===== src/rtl/core/lruc_pkg.sv =====
`timescale 1ns / 1ps
`default_nettype none
package lruc_pkg;

    function automatic int floor_log2(input int value);
        int v;
        int n;
        v = value;
        n = 0;
        while (v > 1) begin
            v = v / 2;
            n = n + 1;
        end
        return n;
    endfunction

    localparam int SET_COUNT    = 16;
    localparam int WAY_COUNT    = 4;
    localparam int BLOCK_BYTES  = 64;
    localparam int ADDRESS_BITS = 32;

    localparam int OFFSET_BITS = floor_log2(BLOCK_BYTES);
    localparam int SET_BITS    = floor_log2(SET_COUNT);
    localparam int SET_ROWS    = 1 << SET_BITS;
    localparam int TAG_W       = ADDRESS_BITS - OFFSET_BITS - SET_BITS;
    localparam int WAY_W       = (WAY_COUNT > 1) ? $clog2(WAY_COUNT) : 1;

    localparam int LAT_W            = 10;
    localparam int IDLE_W           = LAT_W + 2;
    localparam int PEER_FILL_CYCLES = 2 * (BLOCK_BYTES / 4);
    localparam logic [LAT_W-1:0] LAT_RESET = LAT_W'(100);

    localparam int QUEUE_DEPTH = 2;
    localparam int QPTR_W      = (QUEUE_DEPTH > 1) ? $clog2(QUEUE_DEPTH) : 1;
    localparam int QCNT_W      = $clog2(QUEUE_DEPTH + 1);

    typedef enum logic [1:0] {
        OP_LOAD    = 2'd0,
        OP_STORE   = 2'd1,
        OP_COMPUTE = 2'd2,
        OP_EMPTY   = 2'd3
    } t_op;

    typedef enum logic {
        BK_IDLE = 1'b0,
        BK_LOOK = 1'b1
    } t_back_state;

    typedef struct packed {
        t_op                 op;
        logic [SET_BITS-1:0] set_idx;
        logic [TAG_W-1:0]    tag;
        logic [31:0]         base_cycles;
        logic                peer;
    } t_item;

    typedef struct packed {
        logic [WAY_COUNT-1:0][TAG_W-1:0] tag;
        logic [WAY_COUNT-1:0]            dirty;
        logic [WAY_COUNT-1:0][WAY_W-1:0] rank;
    } t_row;

endpackage
`default_nettype wire


===== src/rtl/core/lruc_front.sv =====
`timescale 1ns / 1ps
`default_nettype none
module lruc_front import lruc_pkg::*; (
    input  wire logic        i_clk,
    input  wire logic        i_rst_n,
    input  wire logic        i_in_valid,
    output logic             o_in_stall,
    input  wire logic [1:0]  i_operation,
    input  wire logic [31:0] i_address,
    input  wire logic [31:0] i_delay_cycles,
    input  wire logic        i_peer_supplies,
    output t_item            o_item,
    output logic             o_item_valid,
    input  wire logic        i_item_pop
);

    t_item             r_q [QUEUE_DEPTH];
    logic [QPTR_W-1:0] r_wr_ptr;
    logic [QPTR_W-1:0] r_rd_ptr;
    logic [QCNT_W-1:0] r_count;
    t_item             n_item;
    logic              push;
    logic              pop;

    always_comb begin
        n_item.op          = t_op'(i_operation);
        n_item.set_idx     = i_address[OFFSET_BITS+SET_BITS-1:OFFSET_BITS];
        n_item.tag         = i_address[ADDRESS_BITS-1:OFFSET_BITS+SET_BITS];
        n_item.peer        = i_peer_supplies;
        n_item.base_cycles = (t_op'(i_operation) == OP_COMPUTE) ?
                             i_delay_cycles + 32'd1 : 32'd1;
    end

    assign o_in_stall   = (r_count == QCNT_W'(QUEUE_DEPTH));
    assign o_item_valid = (r_count != '0);
    assign o_item       = r_q[r_rd_ptr];
    assign push         = i_in_valid && !o_in_stall;
    assign pop          = i_item_pop && o_item_valid;

    always_ff @(posedge i_clk) begin
        if (push) begin
            r_q[r_wr_ptr] <= n_item;
        end
    end

    always_ff @(posedge i_clk) begin
        if (!i_rst_n) begin
            r_wr_ptr <= '0;
            r_rd_ptr <= '0;
            r_count  <= '0;
        end else begin
            if (push) begin
                r_wr_ptr <= (r_wr_ptr == QPTR_W'(QUEUE_DEPTH - 1)) ? '0 : r_wr_ptr + 1'b1;
            end
            if (pop) begin
                r_rd_ptr <= (r_rd_ptr == QPTR_W'(QUEUE_DEPTH - 1)) ? '0 : r_rd_ptr + 1'b1;
            end
            if (push && !pop) begin
                r_count <= r_count + 1'b1;
            end else if (pop && !push) begin
                r_count <= r_count - 1'b1;
            end
        end
    end

endmodule
`default_nettype wire


===== src/rtl/core/lruc_back.sv =====
`timescale 1ns / 1ps
`default_nettype none
module lruc_back import lruc_pkg::*; (
    input  wire logic             i_clk,
    input  wire logic             i_rst_n,
    input  wire logic             i_cfg_wr_en,
    input  wire logic [LAT_W-1:0] i_cfg_wr_data,
    input  wire t_item            i_item,
    input  wire logic             i_item_valid,
    output logic                  o_item_pop,
    output logic                  o_out_valid,
    input  wire logic             i_out_stall,
    output logic                  o_hit,
    output logic                  o_writeback,
    output logic [31:0]           o_access_cycles,
    output logic [31:0]           o_total_cycles,
    output logic [31:0]           o_idle_total,
    output logic [31:0]           o_load_total,
    output logic [31:0]           o_store_total,
    output logic [31:0]           o_load_miss_total,
    output logic [31:0]           o_store_miss_total,
    output logic [31:0]           o_compute_total
);

    t_row                 r_mem [SET_ROWS];
    t_row                 r_rdata;
    logic [WAY_COUNT-1:0] r_valid [SET_ROWS];
    t_item                r_cur;
    t_back_state          r_state;
    t_back_state          n_state;
    logic [LAT_W-1:0]     r_latency;

    logic                 r_out_valid;
    logic                 r_hit;
    logic                 r_wb;
    logic [31:0]          r_access;
    logic [31:0]          r_cycle_count;
    logic [31:0]          r_idle_count;
    logic [31:0]          r_loads;
    logic [31:0]          r_stores;
    logic [31:0]          r_load_misses;
    logic [31:0]          r_store_misses;
    logic [31:0]          r_computes;

    logic                 rd_en;
    logic                 commit;

    logic [WAY_COUNT-1:0]            set_valid;
    logic                            set_used;
    logic [WAY_COUNT-1:0][WAY_W-1:0] rank_eff;
    logic [WAY_COUNT-1:0][WAY_W-1:0] rank_new;
    logic [WAY_COUNT-1:0]            match;
    logic [WAY_COUNT-1:0]            dirty_eff;
    logic [WAY_W-1:0]                hit_way;
    logic [WAY_W-1:0]                victim;
    logic [WAY_W-1:0]                target;
    logic [WAY_W-1:0]                old_rank;
    logic                            is_mem;
    logic                            is_store;
    logic                            hit_now;
    logic                            wb_now;
    logic [IDLE_W-1:0]               idle_now;
    logic [31:0]                     cost_now;
    t_row                            wdata;

    always_comb begin
        n_state    = r_state;
        o_item_pop = 1'b0;
        rd_en      = 1'b0;
        commit     = 1'b0;
        unique case (r_state)
            BK_IDLE: begin
                if (i_item_valid) begin
                    o_item_pop = 1'b1;
                    rd_en      = 1'b1;
                    n_state    = BK_LOOK;
                end
            end
            BK_LOOK: begin
                if (!r_out_valid || !i_out_stall) begin
                    commit  = 1'b1;
                    n_state = BK_IDLE;
                end
            end
            default: begin
                n_state = BK_IDLE;
            end
        endcase
    end

    always_comb begin
        set_valid = r_valid[r_cur.set_idx];
        set_used  = |set_valid;
        is_mem    = (r_cur.op == OP_LOAD) || (r_cur.op == OP_STORE);
        is_store  = (r_cur.op == OP_STORE);
        for (int w = 0; w < WAY_COUNT; w++) begin
            rank_eff[w]  = set_used ? r_rdata.rank[w] : WAY_W'(w);
            match[w]     = set_valid[w] && (r_rdata.tag[w] == r_cur.tag);
            dirty_eff[w] = set_valid[w] && r_rdata.dirty[w];
        end
        hit_now = |match;
        hit_way = '0;
        for (int w = WAY_COUNT - 1; w >= 0; w--) begin
            if (match[w]) begin
                hit_way = WAY_W'(w);
            end
        end
        victim = '0;
        for (int w = 0; w < WAY_COUNT; w++) begin
            if (rank_eff[w] == WAY_W'(WAY_COUNT - 1)) begin
                victim = WAY_W'(w);
            end
        end
        target   = hit_now ? hit_way : victim;
        old_rank = rank_eff[target];
        for (int w = 0; w < WAY_COUNT; w++) begin
            if (WAY_W'(w) == target) begin
                rank_new[w] = '0;
            end else if (rank_eff[w] < old_rank) begin
                rank_new[w] = WAY_W'(rank_eff[w] + 1'b1);
            end else begin
                rank_new[w] = rank_eff[w];
            end
        end
        wb_now   = !hit_now && dirty_eff[victim];
        idle_now = (wb_now ? IDLE_W'(r_latency) : '0) +
                   (r_cur.peer ? IDLE_W'(PEER_FILL_CYCLES) : IDLE_W'(r_latency));

        wdata.tag   = r_rdata.tag;
        wdata.dirty = dirty_eff;
        wdata.rank  = rank_new;
        if (hit_now) begin
            if (is_store) begin
                wdata.dirty[hit_way] = 1'b1;
            end
        end else begin
            wdata.tag[victim]   = r_cur.tag;
            wdata.dirty[victim] = is_store;
        end

        if (!is_mem) begin
            cost_now = r_cur.base_cycles;
        end else if (hit_now) begin
            cost_now = 32'd2;
        end else begin
            cost_now = 32'd1 + 32'(idle_now);
        end
    end

    always_ff @(posedge i_clk) begin
        if (rd_en) begin
            r_rdata <= r_mem[i_item.set_idx];
            r_cur   <= i_item;
        end
        if (commit && is_mem) begin
            r_mem[r_cur.set_idx] <= wdata;
        end
    end

    always_ff @(posedge i_clk) begin
        if (commit) begin
            r_hit    <= is_mem && hit_now;
            r_wb     <= is_mem && wb_now;
            r_access <= cost_now;
        end
    end

    always_ff @(posedge i_clk) begin
        if (!i_rst_n) begin
            r_state        <= BK_IDLE;
            r_latency      <= LAT_RESET;
            r_valid        <= '{default: '0};
            r_out_valid    <= 1'b0;
            r_cycle_count  <= '0;
            r_idle_count   <= '0;
            r_loads        <= '0;
            r_stores       <= '0;
            r_load_misses  <= '0;
            r_store_misses <= '0;
            r_computes     <= '0;
        end else begin
            r_state <= n_state;
            if (i_cfg_wr_en) begin
                r_latency <= i_cfg_wr_data;
            end
            if (commit) begin
                r_out_valid   <= 1'b1;
                r_cycle_count <= r_cycle_count + cost_now;
                if (is_mem) begin
                    r_valid[r_cur.set_idx][target] <= 1'b1;
                    if (!hit_now) begin
                        r_idle_count <= r_idle_count + 32'(idle_now);
                    end
                end
                case (r_cur.op)
                    OP_LOAD: begin
                        r_loads <= r_loads + 32'd1;
                        if (!hit_now) begin
                            r_load_misses <= r_load_misses + 32'd1;
                        end
                    end
                    OP_STORE: begin
                        r_stores <= r_stores + 32'd1;
                        if (!hit_now) begin
                            r_store_misses <= r_store_misses + 32'd1;
                        end
                    end
                    OP_COMPUTE: begin
                        r_computes <= r_computes + 32'd1;
                    end
                    default: begin
                    end
                endcase
            end else if (!i_out_stall) begin
                r_out_valid <= 1'b0;
            end
        end
    end

    assign o_out_valid        = r_out_valid;
    assign o_hit              = r_hit;
    assign o_writeback        = r_wb;
    assign o_access_cycles    = r_access;
    assign o_total_cycles     = r_cycle_count;
    assign o_idle_total       = r_idle_count;
    assign o_load_total       = r_loads;
    assign o_store_total      = r_stores;
    assign o_load_miss_total  = r_load_misses;
    assign o_store_miss_total = r_store_misses;
    assign o_compute_total    = r_computes;

endmodule
`default_nettype wire


===== src/rtl/core/lru_set_assoc_cache_timing_unit.sv =====
// Timing model of a 16-set, 4-way write-back cache with true LRU replacement and
// 64-byte lines. Items enter a two-entry queue; the back end then takes one item
// at a time, as it reads the set's tag, dirty and recency row from a single-port
// row memory when it pops the item and writes the updated row back when it
// commits, which a stalled output can delay. Results wait in an output register,
// while the queue keeps taking items until full. Valid bits live in flip-flops, so
// no clearing pass is needed after reset. Write memory_latency only while idle.
`timescale 1ns / 1ps
`default_nettype none
module lru_set_assoc_cache_timing_unit import lruc_pkg::*; (
    input  wire logic             i_clk,
    input  wire logic             i_rst_n,
    input  wire logic             i_cfg_wr_en,
    input  wire logic [LAT_W-1:0] i_cfg_wr_data,
    input  wire logic             i_in_valid,
    output logic                  o_in_stall,
    input  wire logic [1:0]       i_operation,
    input  wire logic [31:0]      i_address,
    input  wire logic [31:0]      i_delay_cycles,
    input  wire logic             i_peer_supplies,
    output logic                  o_out_valid,
    input  wire logic             i_out_stall,
    output logic                  o_hit,
    output logic                  o_writeback,
    output logic [31:0]           o_access_cycles,
    output logic [31:0]           o_total_cycles,
    output logic [31:0]           o_idle_total,
    output logic [31:0]           o_load_total,
    output logic [31:0]           o_store_total,
    output logic [31:0]           o_load_miss_total,
    output logic [31:0]           o_store_miss_total,
    output logic [31:0]           o_compute_total
);

    t_item item;
    logic  item_valid;
    logic  item_pop;

    lruc_front u_front (
        .i_clk           (i_clk),
        .i_rst_n         (i_rst_n),
        .i_in_valid      (i_in_valid),
        .o_in_stall      (o_in_stall),
        .i_operation     (i_operation),
        .i_address       (i_address),
        .i_delay_cycles  (i_delay_cycles),
        .i_peer_supplies (i_peer_supplies),
        .o_item          (item),
        .o_item_valid    (item_valid),
        .i_item_pop      (item_pop)
    );

    lruc_back u_back (
        .i_clk              (i_clk),
        .i_rst_n            (i_rst_n),
        .i_cfg_wr_en        (i_cfg_wr_en),
        .i_cfg_wr_data      (i_cfg_wr_data),
        .i_item             (item),
        .i_item_valid       (item_valid),
        .o_item_pop         (item_pop),
        .o_out_valid        (o_out_valid),
        .i_out_stall        (i_out_stall),
        .o_hit              (o_hit),
        .o_writeback        (o_writeback),
        .o_access_cycles    (o_access_cycles),
        .o_total_cycles     (o_total_cycles),
        .o_idle_total       (o_idle_total),
        .o_load_total       (o_load_total),
        .o_store_total      (o_store_total),
        .o_load_miss_total  (o_load_miss_total),
        .o_store_miss_total (o_store_miss_total),
        .o_compute_total    (o_compute_total)
    );

endmodule
`default_nettype wire


===== config.mk =====
export PLATFORM = sky130hd
export DESIGN_NAME = lru_set_assoc_cache_timing_unit
export DESIGN_NICKNAME = d
export VERILOG_FILES = /design/src/rtl/core/lruc_pkg.sv /design/src/rtl/core/lruc_front.sv /design/src/rtl/core/lruc_back.sv /design/src/rtl/core/lru_set_assoc_cache_timing_unit.sv
export SDC_FILE = /design/constraint.sdc
export NUM_CORES = 2
export LEC_CHECK = 0
export ABC_AREA = 0
export BUFFER_PORTS_ARGS = -buffer_cell sky130_fd_sc_hd__buf_4
export CELL_PAD_IN_SITES_DETAIL_PLACEMENT = 0
export CELL_PAD_IN_SITES_GLOBAL_PLACEMENT = 1
export CORE_UTILIZATION = 51
export CTS_BUF_LIST = sky130_fd_sc_hd__clkbuf_4 sky130_fd_sc_hd__clkbuf_8 sky130_fd_sc_hd__clkbuf_16
export DETAILED_ROUTE_END_ITERATION = 12
export PLACE_DENSITY = 0.92
export SLEW_MARGIN = 20
export SYNTH_ARGS = -nofsm -noshare
export SYNTH_HDL_FRONTEND = slang
export SYNTH_SLANG_ARGS = --single-unit

===== constraint.sdc =====
create_clock -name i_clk -period 10.7 [get_ports i_clk]
set_input_delay 0.535 -clock i_clk [delete_from_list [all_inputs] [get_ports i_clk]]
set_output_delay 0.535 -clock i_clk [all_outputs]
set_load 0.01 [all_outputs]

; ---- Yosys cells after proc, flatten, opt, wreduce, memory -nomap -nowiden
; Memories as Yosys holds them, arrays and structs flattened. A register that Yosys moved wholly into a read port is not among the register bits.
; Cells that the tools add are included.
; W data, S select, Z words.
[word_totals]
reg_bits = 399
ram_bits = 1722
in_bits = 82
word_cells = 195
mem_count = 2
[op_classes]
add_sub_neg = 18
order_cmp = 12
eq_ne = 15
muxes = 65
bitwise = 5
n_reduce_logical = 41
[mem_list]
columns = memory, depth, word_bits, rd, rd_clocked_by_memory_dff, wr, line
row1 = u_back.r_mem, 16, 100, 1, 1, 1, lruc_back.sv:25  ; t_row r_mem [SET_ROWS];
row2 = u_front.r_q, 2, 61, 1, 1, 1, lruc_front.sv:17  ; t_item r_q [QUEUE_DEPTH];
[ops]
columns = cell, n
row1 = $add A32 B1 Y32 const B, 6
row2 = $mux W32, 3
row3 = $bwmux W88, 1
row4 = $eq A22 B22 Y1, 4
row5 = $mux W88, 1
row6 = $or A64 B64 Y64, 1
row7 = $demux W22 S2, 1
row8 = $mux W2, 22
row9 = $add A32 B12 Y32, 1
row10 = $add A32 B32 Y32, 1
row11 = $mux W22, 1
row12 = $logic_and A1 B1 Y1, 20
row13 = $mux W1, 20
row14 = $mux W10, 2
row15 = $mux W4, 5
row16 = $bmux W4 S4, 1
row17 = $demux W4 S4, 1
row18 = $add A1 B12 Y13 const A, 1
row19 = $add A12 B12 Y12, 1
row20 = $eq A2 B2 Y1 const B, 6
row21 = $add A2 B1 Y2 const B, 5
row22 = $lt A2 B3 Y1 const B, 3
row23 = $reduce_and A3 Y1, 3
row24 = $lt A2 B2 Y1, 4
row25 = other kinds (23), 42

; ---- Longest topological paths before layout
[depth]
depth_word = 19
ltp_mapped = 42
mapped_depth_nobuf = 37

; ---- By module
; From an unflattened synthesis, not the netlist that was laid out.
[unflattened]
cells_unflattened = 4906
area_unflattened_um2 = 89495.8
[by_module_without_submodules]
columns = module, instances, cells_per_inst, area_per_inst_um2, seq_area_each_um2
row1 = lruc_back, 1, 4546, 84004.3, 59907.5
row2 = lruc_front, 1, 360, 5491.5, 3763.6

; ---- Worst setup path after synthesis
; Ideal clock, no wire load.
[synth_path]
path_kind = register to register
start = reg u_back.r_cur[58] in the netlist's numbering
end = reg u_back.r_cycle_count[27] (netlist: u_back.o_total_cycles[27])
setup_ns = 0.068
arrival_ns = 7.795
required_time_ns = 10.632
setup_slack_ns = 2.837
path_stages_with_launch = 41
path_cell_list = edfxtp_1 buf_6 buf_8 buf_6 buf_6 mux4_2 mux2_2 a211oi_1 o211ai_1 and2_1 ha_1 nor3_1 a32oi_1 o221ai_2 clkbuf_1 and3_1 ha_1 inv_1 [5 not listed] a211oi_1 nor2_1 o311a_1 nor2_1 xnor2_1 xnor2_1 a22o_1 ha_1 nand3_1 nor4_1 o21ba_2 nor3_1 o21ai_0 a21o_1 a21o_1 a21boi_0 or4b_2 nand3_1
[synth_between]
elab_chain_len = 19
word_cells_on_any_way = 33
cone_classes = add/sub: 3 / eq/ne: 3 / mux: 14 / bitwise: 1 / reduce/logical: 12
[synth_rtl]
columns = element, line
row1 = start: declaration, lruc_back.sv:28  ; t_item r_cur;
row2 = start signal: assignment, lruc_back.sv:153  ; r_cur <= i_item;
row3 = $not A4 Y5 (not written as such) (*), lruc_back.sv:92  ; set_valid = r_valid[r_cur.set_idx];
row4 = $bmux W4 S4 (*), lruc_back.sv:92
row5 = $mux W4 (not written as such) (*) (2 in a row), lruc_back.sv:92
row6 = $reduce_or A4 Y1, lruc_back.sv:93  ; set_used = |set_valid;
row7 = $mux W2, lruc_back.sv:97  ; rank_eff[w] = set_used ? r_rdata.rank[w] : WAY_W'(w);
row8 = $eq A2 B2 Y1, lruc_back.sv:110  ; if (rank_eff[w] == WAY_W'(WAY_COUNT - 1)) begin
row9 = $mux W1, lruc_back.sv:110
row10 = $mux W2 (2 in a row), lruc_back.sv:110
row11 = [2 not listed], n/a
row12 = $logic_and A1 B1 Y1, lruc_back.sv:125  ; wb_now = !hit_now && dirty_eff[victim];
row13 = $mux W10, lruc_back.sv:126  ; idle_now = (wb_now ? IDLE_W'(r_latency) : '0) +
row14 = $add A12 B12 Y12, lruc_back.sv:126
row15 = $add A1 B12 Y13, lruc_back.sv:146  ; cost_now = 32'd1 + 32'(idle_now);
row16 = $mux W32 (*), lruc_back.sv:143  ; end else if (hit_now) begin
row17 = $mux W32 (*), lruc_back.sv:141  ; if (!is_mem) begin
row18 = net u_back.cost_now[8], lruc_back.sv:63  ; logic [31:0] cost_now;
row19 = $add A32 B32 Y32 (*), lruc_back.sv:188  ; r_cycle_count <= r_cycle_count + cost_now;
row20 = end signal: assignment, lruc_back.sv:188
row21 = end: declaration, lruc_back.sv:37  ; logic [31:0] r_cycle_count;
; Mark *: on every way through the listed nets, which the timed path passes. The rest lies on a longest branch. The select of a mux whose other input is x is not followed.
; A chain may end at the register's enable or synchronous reset.

; ---- Worst setup path in the final report
[layout_path]
start = reg u_back.r_cur[57] in the netlist's numbering
end = reg u_back.r_cycle_count[29] (netlist: u_back.o_total_cycles[29])
; The elaborated chain is that of the path after synthesis.

==> metrics.md <==
| Metric | Value |
|---|---|
| Max cap viols | `0` |
| Most frequent cell after synthesis | `edfxtp_1` |
| Multi-input logic area | `approximately 27,000 sq um` |
| Wire per inst | `23.0 microns` |
| Final setup fails | `0` |
| Worst VDD drop | `approximately 240 uV` |
| Status | `complete, no violations` |
| Top cells by area, synth | `edfxtp_1 62%, nand2_1 7.6%, dfxtp_1 6.6%, nand3_1 4.9%, xnor2_1 2.1%` |
| Setup Skew | `roughly 0.033 ns` |
| Layout Nets | `about 7,800` |
| Sequential cell area | `63,700 sq um` |
| CTS Root Cell | `clkbuf_16` |
| CTS tree | `yes` |
| Largest net degree at the start of global routing | `about 180` |
| Die Width | `427 microns` |
| Final setup TNS | `0 ns` |
| Final critical-path required period | `between 9 and 10 ns` |
| Crit path from | `u_back.r_cur[57]$_DFFE_PP_` |
| Post-synthesis mux area share | `2.24%` |
| Vias in the first global route | `57,900` |
| Clk slew on worst S/H paths | `roughly 0.06 ns` |
| Num CTS Buffers | `209` |
| Fin util | `58.3%` |
| RePlAce Congestion | `approximately 0.87` |
| Clock tree buffer depth | `3` |
| R2R cell count | `35` |
| GRT Overall Usage | `about a quarter` |
| Relative slew slack | `21.4%` |
| Fmax | `0.104 GHz` |
| CP bufs+invs | `3` |
| ANT cells | `0` |
| Syn-to-layout area delta | `13.2%` |
| Post-synth EDFFs | `1,917` |
| CP top delay family | `compound AO/OA/AOI/OAI gates` |
| Simple-Gate Fraction of Synth Area | `17.4%` |
| Cell variety after synth | `between 80 and 90` |
| Post-Synth XOR/XNOR Area | `3.05%` |
| # fillers | `~14,000` |
| Detailed Route Iter0 Violations | `slightly below 8,000` |
| DRT antenna net count | `0` |
| Total gr overflow | `0` |
| Initial core utilization | `51.5%` |
| Seq/Total Area, Yosys | `around 69%` |
| Routed WL | `235,000 microns` |
| Synthesis Warnings | `0` |
| Post-Synthesis Cell Area | `92,200 sq um` |
| Pre-Repair DR Iteration Count | `6` |
| Worst-margin pin slew | `1.18 ns` |
| Synth top area share | `62.5%` |
| Post-synthesis adder-cell area fraction | `less than 1%` |
| Top post-synthesis cells by count | `1,917 x edfxtp_1, 1,858 x nand2_1, 902 x nand3_1` |
| Unrepaired setup endpoints after global routing | `no` |
| R2R Path Start | `u_back.r_cur[57]$_DFFE_PP_` |
| Crit path launch type | `flip-flop` |
| Hold_sp | `i_cfg_wr_data[1]` |
| Non-Filler Instances | `10,200` |
| Hold WC Path Type | `primary input to flip-flop` |
| Depth of the CTS H-tree | `4` |
| Pins Over Slew Limit | `0` |
| Crit path depth | `35` |
| DP Cell Count | `9,785` |
| Drt drc | `0` |
| Core Area | `179,000 sq um` |
| Mapped Nets | `between 7,000 and 8,000` |
| Worst path required time | `11.41 ns` |
| Crit Path Class | `flip-flop to flip-flop` |
| Leakage | `37.2 nW` |
| Hold path depth | `3` |
| Syn_area_per_cell | `12.3 sq um` |
| Capture point of the worst path | `u_back.o_total_cycles[29]$_SDFFE_PN0P_` |
| Critical path capture point type | `flip-flop` |
| R2R setup slack | `1.06 ns` |
| Die ar. | `182,000 sq um` |
| Asr flop ratio synth | `0%` |
| Skew-Pair Late Insertion Delay | `0.84 ns` |
| Slowest CP cell | `edfxtp_1` |
| I/O pin count | `between 300 and 400` |
| Crit path largest cell delay | `about 0.99 ns` |
| Setup bufs post-CTS | `0` |
| Routed vias/inst | `6.00` |
| Worst Path Arrival | `10.35 ns` |
| Final Hold Viols | `0` |
| Main combinational cell family by area after synthesis | `simple AND/OR/NAND/NOR gates` |
| Via Count | `61,300` |
| Post-Syn Instances | `about 7,500` |
| Buffers on Ports | `335` |
| Post-synthesis compound-gate area fraction | `around 5.0%` |
| Proportion of layout cells with a drive suffix above 1 | `12.2%` |
| Worst flop-to-flop path endpoint | `u_back.o_total_cycles[29]$_SDFFE_PN0P_` |
| First-pass GRT wire length | `around 350,000 microns` |
| Antenna violations before repair | `2` |
| Pwr Density | `276 nW/um^2` |
| Flops & latches, synth | `2,222` |
| Clock sink count | `2,222` |
| Final period utilization | `90.1%` |
| Die Span Y | `427 microns` |
| Cell Rows | `155` |
| CP Max Fanout | `21` |
| Biggest area consumer among synthesized cells | `edfxtp_1` |
| Synth Flop Type | `edfxtp_1` |
| HPWL Detailed | `123,000 microns` |
## repair_timing
action / CTS / global route
setup endpoints to repair: 0 / 0
hold endpoints to repair: 65 / 0
hold buffers: 36 / 0
gates resized for setup: 0 / 0
## worst min-delay path by stage
stage / end / slack (ns)
2_1_floorplan: u_back.r_valid[17]$_SDFFE_PN0P_ / 0.44
3_3_place_gp: u_back.r_valid[17]$_SDFFE_PN0P_ / 0.44
3_5_place_dp: u_back.r_valid[13]$_SDFFE_PN0P_ / 0.45
4_1_cts: u_back.r_latency[0]$_SDFFE_PN0P_ / 0.003
5_1_grt: u_back.r_latency[4]$_SDFFE_PN0P_ / 0.02
6_report: u_back.r_latency[1]$_SDFFE_PN0P_ / 0.04
## worst min-delay path: stages
cell,delay [ns]
buf_4,0.11
mux2i_1,0.07
nor2b_1,0.10
## metrics by stage
stage          hold slack [ns]  instance area [sq um]  setup slack [ns]  total power [mW]
2_1_floorplan            0.435                  92200              2.84              18.3
3_3_place_gp             0.443                  96700             0.984              20.8
3_5_place_dp             0.452                  96700              1.03              21.1
4_1_cts                0.00349                 104000             0.968              28.7
5_1_grt                 0.0227                 104000             0.397              29.9
6_report                0.0398                 104000              1.06              28.8
## cells by family (layout without fill, tap and decap cells)
kind of cell	count (synthesis)	in the layout
buffers and inverters	524	913
adders and majority gates	70	70
xor gates and xnor gates	321	321
AOI/OAI and AO/OA	642	642
DFF	2222	2222
and+or+nand+nor	3526	3526
muxes	170	170
## final cells by class
class / instances / area share [%]
tap: 2355 / 2.83
multi-input combinational: 4729 / 25.4
sequential: 2222 / 61.1
clock buffer: 254 / 5.50
inverter: 69 / 0.349
timing repair buffer: 447 / 3.41
clock inverter: 143 / 1.42
## routing by layer
layer  up-vias  GRT usage [%]  part of all wire (%)
li1      27500              -                     -
met1     29900           34.0                    39
met2      3364           40.4                    47
met3       493           4.08                    10
met4         2           8.84                   3.2
met5         -              0                0.0064
## flip-flops by register name, indices dropped and copies added, names as in the netlist, 61 cells and up, named ones only
name,count
u_back.r_cur,61
u_back.r_mem,1600
u_back.r_rdata,100
u_back.r_valid,64
u_front.r_q,122
## cells in the final DEF (no fill, tap or decap), types with 125 or more instances in the layout
master and count:
xnor2_1 220, nor2_1 137, dfxtp_1 304, and2_1 201, a311oi_1 201, nand2_1 1858
mux2_2 125, clkbuf_16 217, edfxtp_1 1917, and3_1 160, buf_4 400, nand3_1 902
## report_power, final
part	total (mW)	leakage [nW]	internal [mW]	switching, mW
clock	7.68	3.51	4.45	3.23
sequential	13.0	19.9	12.5	0.565
combinational	8.09	13.8	2.24	5.85
Note: power is estimated with default switching activity, not from simulation.
